===== src/rtl/core/bcd_pkg.sv =====
package bcd_pkg;

    localparam int unsigned ADDR_W = 4;
    localparam int unsigned DATA_W = 32;
    localparam int unsigned TIME_W = 32;
    localparam int unsigned THR_W  = 16;

    // register index, taken from paddr[3:2]
    localparam logic [1:0] REG_DEBOUNCE   = 2'd0;
    localparam logic [1:0] REG_MIN_CLICK  = 2'd1;
    localparam logic [1:0] REG_LONG_PRESS = 2'd2;

    localparam logic [THR_W-1:0] DEBOUNCE_RST   = 16'd20;
    localparam logic [THR_W-1:0] MIN_CLICK_RST  = 16'd20;
    localparam logic [THR_W-1:0] LONG_PRESS_RST = 16'd1000;

    localparam logic [1:0] EVT_NONE  = 2'd0;
    localparam logic [1:0] EVT_CLICK = 2'd1;
    localparam logic [1:0] EVT_LONG  = 2'd2;

    typedef struct packed {
        logic [TIME_W-1:0] now_ms;
        logic              button_level;
    } in_item_t;

    typedef struct packed {
        logic [1:0] event_res;
        logic       pressed;
    } out_item_t;

    typedef struct packed {
        logic [THR_W-1:0] debounce_ms;
        logic [THR_W-1:0] min_click_ms;
        logic [THR_W-1:0] long_press_ms;
    } cfg_t;

endpackage


===== src/rtl/core/bcd_cfg.sv =====
module bcd_cfg (
    input  logic                         aclk,
    input  logic                         aresetn,
    input  logic                         psel,
    input  logic                         penable,
    input  logic                         pwrite,
    input  logic [bcd_pkg::ADDR_W-1:0]   paddr,
    input  logic [bcd_pkg::DATA_W-1:0]   pwdata,
    output logic [bcd_pkg::DATA_W-1:0]   prdata,
    output logic                         pready,
    output bcd_pkg::cfg_t                cfg
);

    bcd_pkg::cfg_t cfg_reg;
    logic          wr_en;
    logic [1:0]    reg_idx;

    assign pready  = 1'b1;
    assign wr_en   = psel && penable && pwrite;
    assign reg_idx = paddr[3:2];
    assign cfg     = cfg_reg;

    always_ff @(posedge aclk) begin
        if (!aresetn) begin
            cfg_reg.debounce_ms   <= bcd_pkg::DEBOUNCE_RST;
            cfg_reg.min_click_ms  <= bcd_pkg::MIN_CLICK_RST;
            cfg_reg.long_press_ms <= bcd_pkg::LONG_PRESS_RST;
        end else if (wr_en) begin
            case (reg_idx)
                bcd_pkg::REG_DEBOUNCE:   cfg_reg.debounce_ms   <= pwdata[bcd_pkg::THR_W-1:0];
                bcd_pkg::REG_MIN_CLICK:  cfg_reg.min_click_ms  <= pwdata[bcd_pkg::THR_W-1:0];
                bcd_pkg::REG_LONG_PRESS: cfg_reg.long_press_ms <= pwdata[bcd_pkg::THR_W-1:0];
                default: ;
            endcase
        end
    end

    always_comb begin
        case (reg_idx)
            bcd_pkg::REG_DEBOUNCE:
                prdata = {{(bcd_pkg::DATA_W-bcd_pkg::THR_W){1'b0}}, cfg_reg.debounce_ms};
            bcd_pkg::REG_MIN_CLICK:
                prdata = {{(bcd_pkg::DATA_W-bcd_pkg::THR_W){1'b0}}, cfg_reg.min_click_ms};
            bcd_pkg::REG_LONG_PRESS:
                prdata = {{(bcd_pkg::DATA_W-bcd_pkg::THR_W){1'b0}}, cfg_reg.long_press_ms};
            default:
                prdata = '0;
        endcase
    end

endmodule


===== src/rtl/core/bcd_fsm.sv =====
module bcd_fsm (
    input  logic               aclk,
    input  logic               aresetn,
    input  logic               accept,
    input  bcd_pkg::in_item_t  item,
    input  bcd_pkg::cfg_t      cfg,
    output bcd_pkg::out_item_t result
);

    typedef enum logic [1:0] {
        PH_UP       = 2'd0,
        PH_DEBOUNCE = 2'd1,
        PH_DOWN     = 2'd2,
        PH_LONG     = 2'd3
    } phase_t;

    phase_t                    phase_reg, phase_next;
    logic [bcd_pkg::TIME_W-1:0] change_time_reg, change_time_next;
    logic [bcd_pkg::TIME_W-1:0] press_start_reg, press_start_next;
    logic [bcd_pkg::TIME_W-1:0] since_change, since_press;
    logic                      down;
    logic [1:0]                evt;

    assign down = !item.button_level;

    // modulo 2^32 elapsed time, so a timestamp wrap still gives the true interval
    assign since_change = item.now_ms - change_time_reg;
    assign since_press  = item.now_ms - press_start_reg;

    always_comb begin
        phase_next       = phase_reg;
        change_time_next = change_time_reg;
        press_start_next = press_start_reg;
        evt              = bcd_pkg::EVT_NONE;
        case (phase_reg)
            PH_UP: begin
                if (down) begin
                    phase_next       = PH_DEBOUNCE;
                    change_time_next = item.now_ms;
                end
            end
            PH_DEBOUNCE: begin
                if (!down) begin
                    phase_next = PH_UP;
                end else if (since_change >= {16'd0, cfg.debounce_ms}) begin
                    phase_next       = PH_DOWN;
                    press_start_next = item.now_ms;
                end
            end
            PH_DOWN: begin
                if (!down) begin
                    if (since_press >= {16'd0, cfg.min_click_ms}) begin
                        evt = bcd_pkg::EVT_CLICK;
                    end
                    phase_next = PH_UP;
                end else if (since_press >= {16'd0, cfg.long_press_ms}) begin
                    evt        = bcd_pkg::EVT_LONG;
                    phase_next = PH_LONG;
                end
            end
            default: begin
                if (!down) begin
                    phase_next = PH_UP;
                end
            end
        endcase
    end

    assign result.event_res = evt;
    assign result.pressed   = down;

    always_ff @(posedge aclk) begin
        if (!aresetn) begin
            phase_reg       <= PH_UP;
            change_time_reg <= '0;
            press_start_reg <= '0;
        end else if (accept) begin
            phase_reg       <= phase_next;
            change_time_reg <= change_time_next;
            press_start_reg <= press_start_next;
        end
    end

endmodule


===== src/rtl/core/bcd_skid.sv =====
module bcd_skid (
    input  logic               aclk,
    input  logic               aresetn,
    input  logic               in_valid,
    output logic               in_ready,
    input  bcd_pkg::out_item_t in_data,
    output logic               out_valid,
    input  logic               out_ready,
    output bcd_pkg::out_item_t out_data
);

    bcd_pkg::out_item_t out_reg, skid_reg;
    logic               out_valid_reg, skid_valid_reg;
    logic               take, out_free;

    assign in_ready  = !skid_valid_reg;
    assign take      = in_valid && in_ready;
    assign out_free  = !out_valid_reg || out_ready;
    assign out_valid = out_valid_reg;
    assign out_data  = out_reg;

    always_ff @(posedge aclk) begin
        if (!aresetn) begin
            out_valid_reg  <= 1'b0;
            skid_valid_reg <= 1'b0;
        end else if (out_free) begin
            if (skid_valid_reg) begin
                out_valid_reg  <= 1'b1;
                skid_valid_reg <= 1'b0;
            end else begin
                out_valid_reg <= take;
            end
        end else if (take) begin
            skid_valid_reg <= 1'b1;
        end
    end

    always_ff @(posedge aclk) begin
        if (out_free) begin
            if (skid_valid_reg) begin
                out_reg <= skid_reg;
            end else if (take) begin
                out_reg <= in_data;
            end
        end else if (take) begin
            skid_reg <= in_data;
        end
    end

endmodule


===== src/rtl/core/button_click_long_press_detector_top.sv =====
// Debounced button click and long-press detector. Each input transaction is one
// poll sample (millisecond timestamp, raw active-low level) and yields exactly
// one result transaction with the event (none, click, long press) and the
// pressed level for an LED. A sample is taken every cycle: the phase machine
// and its two timestamps update in the accept cycle and the result lands in a
// two-entry output stage, so s_ready drops only when that stage is full.
// Thresholds sit at byte addresses 0, 4 and 8 of the
// APB port and should be written while no transaction is in flight.
module button_click_long_press_detector_top (
    input  logic                       aclk,
    input  logic                       aresetn,
    input  logic                       s_valid,
    output logic                       s_ready,
    input  bcd_pkg::in_item_t          s_data,
    output logic                       m_valid,
    input  logic                       m_ready,
    output bcd_pkg::out_item_t         m_data,
    input  logic                       psel,
    input  logic                       penable,
    input  logic                       pwrite,
    input  logic [bcd_pkg::ADDR_W-1:0] paddr,
    input  logic [bcd_pkg::DATA_W-1:0] pwdata,
    output logic [bcd_pkg::DATA_W-1:0] prdata,
    output logic                       pready
);

    bcd_pkg::cfg_t      cfg;
    bcd_pkg::out_item_t result;
    logic               accept;

    assign accept = s_valid && s_ready;

    bcd_cfg u_cfg (
        .aclk    (aclk),
        .aresetn (aresetn),
        .psel    (psel),
        .penable (penable),
        .pwrite  (pwrite),
        .paddr   (paddr),
        .pwdata  (pwdata),
        .prdata  (prdata),
        .pready  (pready),
        .cfg     (cfg)
    );

    bcd_fsm u_fsm (
        .aclk    (aclk),
        .aresetn (aresetn),
        .accept  (accept),
        .item    (s_data),
        .cfg     (cfg),
        .result  (result)
    );

    bcd_skid u_skid (
        .aclk      (aclk),
        .aresetn   (aresetn),
        .in_valid  (s_valid),
        .in_ready  (s_ready),
        .in_data   (result),
        .out_valid (m_valid),
        .out_ready (m_ready),
        .out_data  (m_data)
    );

endmodule


===== config.mk =====
export PLATFORM = sky130hd
export DESIGN_NAME = button_click_long_press_detector_top
export DESIGN_NICKNAME = d
export VERILOG_FILES = /design/src/rtl/core/bcd_pkg.sv /design/src/rtl/core/bcd_cfg.sv /design/src/rtl/core/bcd_fsm.sv /design/src/rtl/core/bcd_skid.sv /design/src/rtl/core/button_click_long_press_detector_top.sv
export SDC_FILE = /design/constraint.sdc
export NUM_CORES = 1
export LEC_CHECK = 0
export BUFFER_PORTS_ARGS = -buffer_cell sky130_fd_sc_hd__buf_2
export CELL_PAD_IN_SITES_DETAIL_PLACEMENT = 0
export CELL_PAD_IN_SITES_GLOBAL_PLACEMENT = 2
export CORE_ASPECT_RATIO = 0.7
export CORE_MARGIN = 4
export CORE_UTILIZATION = 38
export CTS_CLUSTER_SIZE = 10
export DETAILED_ROUTE_END_ITERATION = 6
export PLACE_DENSITY = 0.84
export SLEW_MARGIN = 20
export SYNTH_ARGS = -nofsm -noshare
export SYNTH_HDL_FRONTEND = slang
export SYNTH_HIERARCHICAL = 1
export SYNTH_SLANG_ARGS = --single-unit

===== constraint.sdc =====
create_clock -name aclk -period 10.8 [get_ports aclk]
set_input_delay 0.54 -clock aclk [delete_from_list [all_inputs] [get_ports aclk]]
set_output_delay 0.54 -clock aclk [all_outputs]
set_load 0.02 [all_outputs]

==> results.md, run 1 <==
* Sum Neg Setup Slack at 0 ns
* Antenna-violating nets left at 0
* Max FFs per register at 48
* Core ar. at 27,820 sq um
* Hold Fails Final Rpt at 0
* Cts repair resizes at 0
* Post-DP Area at 11,180 sq um
* Leakage at 4.800 nW
* Worst-Margin Slew at 0.9583 ns
* Simple-Gate Fraction of Synth Area at between 20% and 30%
* CP max-delay cell: nand4_1
* WL/cell at 16.91 microns
* Top cell type's share of synthesized area at a little over a fifth
* Setup crit start kind: flop
* Outcome: completed
* Slew Limit Fails at 0
* First-iteration detailed-routing DRC count at a little over 700
* FILL cells at approximately 2,900
* Initial antenna violation count at 0
* Area contributors post-synth: dfxtp_1 (22%), ha_1 (13%), nand2_1 (9.3%)
* # DRC at 0
* Ratio of cells with drive above 1 in the final layout at 10.14%
* Avg Cell Area, Syn at between 7 and 8 sq um
* Vias per cell at between 5 and 6
* Starting Density at approximately 39%
* Final worst path period need at approximately 5.3 ns
* Endpoint class of the critical path: flop
* Post-synth EDFFs at 6
* Maximum Capacitance Violations at 0
* DP Wirelength at 23,770 microns
* Syn-to-layout area delta at 9.927%
* Synth warn at 6
* Synthesized area at 10,740 sq um
* Ant. Diodes at 0
* CP max FO at 32
* IO buf count at 78
* Mapped Cells at approximately 1,400
* PD cells at ~130 nW/um^2
* Relative slew slack at around 36%
* GRT Residual Overflow at 0
* Mux cell area share after synthesis at roughly 9%
* CTS clk-pin slew, worst paths at 0.06 ns
* IO Count at 114
* Largest net degree at the start of global routing at 97
* Pre-CTS WS at between 5 and 6 ns
* Final setup viols at 0
* Top_reg_cell synth: dfxtp_1
* Async set-or-reset flop fraction in the synthesized netlist at 0%
* Fmax achieved at between 150 and 200 MHz
* Final Cycle Share at around half
* H-tree depth at 4
* Row Count at 51
* Final wirelength at roughly 31,000 microns
* Total GRT Usage at 19.69%
* CTS max path bufs at 2
* Post-Synth Adder-Cell Area at around an eighth
* CP cell instances: inv_1, ha_1, a21o_1, a31o_1, o21ai_4, o21ai_2, nand3_1, nand2_1, a21o_1, a21oi_1, xnor2_1, ha_1, a21oi_1, o21ai_0, nor3_1, o2111ai_1, a211oi_1, nand4_1, nor4_1, nand4_1, nand3_2, nor2_4, buf_4, mux2i_1
* Global-route wire length before repair at 49,270 microns
* Worst endpoint required time at roughly 11 ns
* Die area at approximately 31,000 sq um
* Post-CTS setup buffers at 0
* RSZ-0062 raised after global routing: false
* Design area at between 10,000 and 15,000 sq um
* Synth cell types at 90
* CP Buf/Inv Count at 2
* Post-synthesis compound-gate area fraction at between 20% and 30%
* CP Class: flop to flop
* Largest family of logic cells by synthesized area: simple AND/OR/NAND/NOR gates
* Routability cong. at ~0.86
* Nets at 1,615
* CTS Root Cell: clkbuf_16
* Hold-fix buffers, CTS at 0
* Vias at about 9,600
* Clock Latency Late Sink at between 0.4 and 0.5 ns
* Final setup margin at roughly 5.5 ns
* Die height at 148.7 microns
* Worst min-delay path category: input port to flop
* Slowest stage delay, CP at roughly 0.37 ns
* Family with the most delay on the worst path: compound AO/OA/AOI/OAI gates
* Data arrival, critical path at about 5.6 ns
* Final Skew at about 0.010 ns
* CTS tree: built
* Post-Synth XOR/XNOR Area at 3.344%
* Synthesized flop and latch total at 122
* # clock sinks at approximately 120
* Number of global-route vias before repair at 8,884
* Total CTS buffers at 17
* Maximum vdd ir drop at about 0.000069 V
* Router iterations before antenna repair at 5
* DIE WIDTH at 208.9 microns
* Sequential fraction of the synthesis area at between 20% and 30%
* Largest area contributor in the netlist: dfxtp_1
* Power Total at roughly 0.0015 W
logic make-up after synthesis:
group / count (synthesis)
and+or+nand+nor: 484
AOI/OAI and AO/OA: 317
muxes: 97
buffers and inverters: 222
DFF: 122
xor gates and xnor gates: 41
adders and majority gates: 112
other: 2
power breakdown:
part / switching [W] / internal, W
sequential: 0.00000750 / 0.000466
combinational: 0.000246 / 0.000152
clock: 0.000232 / 0.000385
total: 0.000485 / 0.00100
per-stage QoR:
stage                     hold WS [ns]  util [%]  instances
after floorplan                 0.4347         -       1412
after global placement          0.4417     40.17       1779
after detailed placement        0.4505     40.17       1779
after CTS                       0.3518     42.43       1811
after global routing            0.3674     42.43       1811
final                           0.3751     42.43       1811
Yosys cell counts, types with 6 or more instances:
cell type,n
nand2_1,265
inv_1,134
dfxtp_1,116
ha_1,110
mux2i_1,94
a21oi_1,76
o21ai_0,50
nor2_1,46
clkbuf_1,43
a21boi_0,38
a21o_1,35
nand3_1,32
xnor2_1,31
nor3_1,26
nand4_1,25
buf_4,19
nor2b_1,16
a211oi_1,14
o211ai_1,14
buf_2,12
nand2b_1,12
o21a_1,12
buf_6,11
xor2_1,10
a31oi_1,9
and3_1,9
and2_1,8
nor4_1,8
o21bai_1,7
edfxtp_1,6
nor3b_1,6
final timing paths:
path	startpoint	endpoint	slack, ns	depth (start not counted)
worst max-delay path	u_fsm/change_time_reg[4]	u_fsm/press_start_reg[3]	5.53	24
worst max register to register	u_fsm/change_time_reg[4]	u_fsm/press_start_reg[3]	5.53	24
worst min register to register	u_fsm/press_start_reg[19]	u_fsm/press_start_reg[19]	0.46	2
worst min-delay path	pwdata[2]	u_cfg/cfg[2]	0.38	3
cell usage in the layout, fill, tap and decap left out, types with 6 or more instances in the layout:
cell type / count
edfxtp_1: 6
and3_1: 9
a21o_1: 35
nor3_1: 26
nor2b_1: 16
clkbuf_16: 18
nand2_1: 265
buf_2: 77
nor2_1: 46
buf_4: 7
conb_1: 17
nor4_1: 8
inv_1: 134
dfxtp_1: 116
o211ai_1: 14
nand2b_1: 12
mux2i_1: 94
a31oi_1: 9
o21bai_1: 7
o21a_1: 12
xor2_1: 10
a21boi_0: 38
and2_1: 8
o21ai_0: 50
ha_1: 110
xnor2_1: 31
nand3_1: 32
a211oi_1: 14
a21oi_1: 76
nand4_1: 25
layer usage:
metal  GRT usage (%)  vias up  wire length [microns]
li1                -     4900                      -
met1           31.31     4441                  16950
met2           27.40      184                  11850
met3           3.099       25                   1458
met4           4.695        0                    373
met5               0        -                      0
worst min-delay path, cell delays in order:
cell and delay, ns:
buf_2 0.11, nand2_1 0.05, mux2i_1 0.05
area by class of cell:
class                   count  area [sq um]  area share [%]
clock buffers              20         467.9           3.964
clock inverters            12         161.4           1.367
inverters                 134         503.0           4.261
multi-input cells        1068          7268           61.57
flip-flops and latches    122          2502           21.20
well taps                 371         464.2           3.932
repair buffers             84         437.9           3.710
Note: power is estimated with default switching activity, not from simulation.
==> run 2, diff against run 1 <==
--- a/config.mk
+++ b/config.mk
@@ -10,10 +10,10 @@
 export CELL_PAD_IN_SITES_GLOBAL_PLACEMENT = 2
 export CORE_ASPECT_RATIO = 0.7
 export CORE_MARGIN = 4
-export CORE_UTILIZATION = 38
+export CORE_UTILIZATION = 36
 export CTS_CLUSTER_SIZE = 10
 export DETAILED_ROUTE_END_ITERATION = 6
-export PLACE_DENSITY = 0.84
+export PLACE_DENSITY = 0.8
 export SLEW_MARGIN = 20
 export SYNTH_ARGS = -nofsm -noshare
 export SYNTH_HDL_FRONTEND = slang
==> constraint.sdc (replaced) <==
create_clock -name aclk -period 4.9 [get_ports aclk]
set_input_delay 0.245 -clock aclk [delete_from_list [all_inputs] [get_ports aclk]]
set_output_delay 0.245 -clock aclk [all_outputs]
set_load 0.02 [all_outputs]
==> run 2 against run 1 <==
Effect of this change: first-iteration DRC count rose by 2.9%; worst hold slack got worse by 0.31 ns; sequential power rose by 120%; flip-flop and latch count did not move; worst setup slack got worse by 5.2 ns; highest routed layer unchanged; power rose by 120%; critical path type unchanged; largest power group unchanged; maximum frequency rose by 15%.
==> results.md, run 2 (synthesis results as in run 1) <==
* Slowest stage delay, CP at 0.39 ns
* IO Count at 114
* RSZ-0062 raised after global routing: false
* Maximum Capacitance Violations at 0
* # clock sinks at around 120
* Maximum vdd ir drop at about 0.00019 V
* Worst min-delay path category: input port to flop
* WL/cell at ~17 microns
* Vias at about 9,700
* Relative slew slack at between 40% and 50%
* IO buf count at between 70 and 80
* Hold Fails Final Rpt at 0
* DIE WIDTH at roughly 210 microns
* Most frequent cells in the layout: nand2_1 (265), inv_1 (134), dfxtp_1 (116)
* First-iteration detailed-routing DRC count at between 700 and 800
* Multi-input gate area at between 7000 and 8000 sq um
* Slew Limit Fails at 0
* Most common cell after layout, fill and taps aside: nand2_1
* CP Class: flop to flop
* CP max-delay cell: a2111oi_2
* Fmax achieved at roughly 220 MHz
* Hold-fix buffers, CTS at 0
* Final Cycle Share at a little over nine tenths
* Final wirelength at 31,500 microns
* CTS clk-pin slew, worst paths at approximately 0.06 ns
* DP Wirelength at between 20,000 and 25,000 microns
* CP cell instances: inv_1, ha_1, a21o_1, a31oi_1, a21boi_0, o21ai_0, nand2b_1, a21o_1, a21oi_2, xnor2_2, ha_1, a21o_1, a21oi_1, nor2b_1, o21ai_0, nand2b_1, a2111oi_2, o21bai_2, nor4_4, nor4_1, mux2_4
* Sum Neg Setup Slack at 0 ns
* Post-DP Area at around 11,000 sq um
* Post-layout util at between 40% and 50%
* H-tree depth at 4
* Die height at ~150 microns
* FILL cells at 3,015
* Global-route wire length before repair at between 40,000 and 50,000 microns
* Final Skew at between 0.009 and 0.01 ns
* CP max FO at 5
* Finished Layout Cells at about 1,800
* Number of global-route vias before repair at roughly 9,000
* Setup crit start kind: flop
* Starting Density at between 30% and 40%
* Endpoint class of the critical path: flop
* Cell mode on critical path: a21o_1
* Nets at around 1,600
* Worst endpoint required time at between 5 and 6 ns
* Initial antenna violation count at 0
* Total CTS buffers at 17
* Clock Latency Late Sink at 0.44 ns
* Die area at between 30,000 and 40,000 sq um
* GRT Residual Overflow at 0
* Core ar. at just under 30,000 sq um
* CTS Root Cell: clkbuf_16
* Final worst path period need at ~4.6 ns
* Design area at between 10,000 and 15,000 sq um
* Router iterations before antenna repair at 6
* Row Count at between 50 and 60
* Ant. Diodes at 0
* Ratio of cells with drive above 1 in the final layout at about an eighth
* Routability cong. at approximately 0.86
* Data arrival, critical path at between 4 and 5 ns
* # placed instances at between 1,500 and 2,000
* CTS max path bufs at 2
* # DRC at 0
* Max FFs per register at 48
* PD cells at approximately 270 nW/um^2
* Antenna-violating nets left at 0
* Outcome: completed
* Largest net degree at the start of global routing at 76
* Vias per cell at roughly 5.3
* Final setup viols at 0
* Leakage at between 4 and 5 nW
* CTS tree: built
* Power Total at 0.003235 W
* Reg area at roughly 2500 sq um
* Syn-to-layout area delta at 11.91%
* Worst-Margin Slew at around 0.78 ns
* Total GRT Usage at 19.01%
## run 2: changes by cell type in the layout (fill, tap and decap cells not counted), sizes merged
cell,delta
clkinvlp,-1
clkinv,+1
clkbuf,+1
buf,+22
bufinv,-1
## run 2: layout make-up
type	instances	area share (%)
clock buffer	21	3.831
clock inverter	11	0.9891
inverter	134	4.185
multi-input combinational	1068	60.91
sequential	122	20.82
tap	378	3.935
timing repair buffer	106	5.331
## run 2: worst paths after layout
| path | startpoint | endpoint | slack, ns | cells past startpoint |
|---|---|---|---|---|
| setup / recovery | u_fsm/press_start_reg[4] | u_skid/out_data[2] | 0.31 | 21 |
| hold / removal | pwdata[2] | u_cfg/cfg[2] | 0.07 | 3 |
| setup reg to reg | u_fsm/press_start_reg[4] | u_skid/out_data[2] | 0.31 | 21 |
| hold reg to reg | u_fsm/press_start_reg[23] | u_fsm/press_start_reg[23] | 0.46 | 2 |
## run 2: what timing repair did
action	CTS	global route
buffers inserted	0	1
gates resized for setup	0	11
endpoints found under the setup margin	0	34
## run 2: report_power, final
part | total [W] | internal [W] | switching, W
clock | 0.00127 | 0.000773 | 0.000500
sequential | 0.00104 | 0.00103 | 0.0000165
combinational | 0.000918 | 0.000359 | 0.000559
total | 0.00324 | 0.00216 | 0.00108
## run 2: critical path, delay by kind of cell, from the launching register on
kind                       cells  cell delay (ns)
xor gates and xnor gates       1             0.17
adders and majority gates      2             0.65
AOI/OAI and AO/OA             11             2.17
and+or+nand+nor                5             0.66
muxes                          1             0.27
DFF                            1             0.35
buffers and inverters          1             0.05
## run 2: per-layer routing
layer | part of all wire, % | GRT usage [%]
met5 | 0 | 0
met4 | 1.2 | 4.011
met3 | 4.0 | 3.986
met2 | 39 | 25.55
met1 | 56 | 30.44
## run 2: metrics by stage
step                hold slack (ns)  setup WS (ns)
floorplan                    0.3871         0.9703
global placement             0.4422         0.3396
detailed placement           0.4490         0.2559
CTS                         0.04462         0.2471
global route                0.06724       0.005913
finish                      0.06895         0.3087
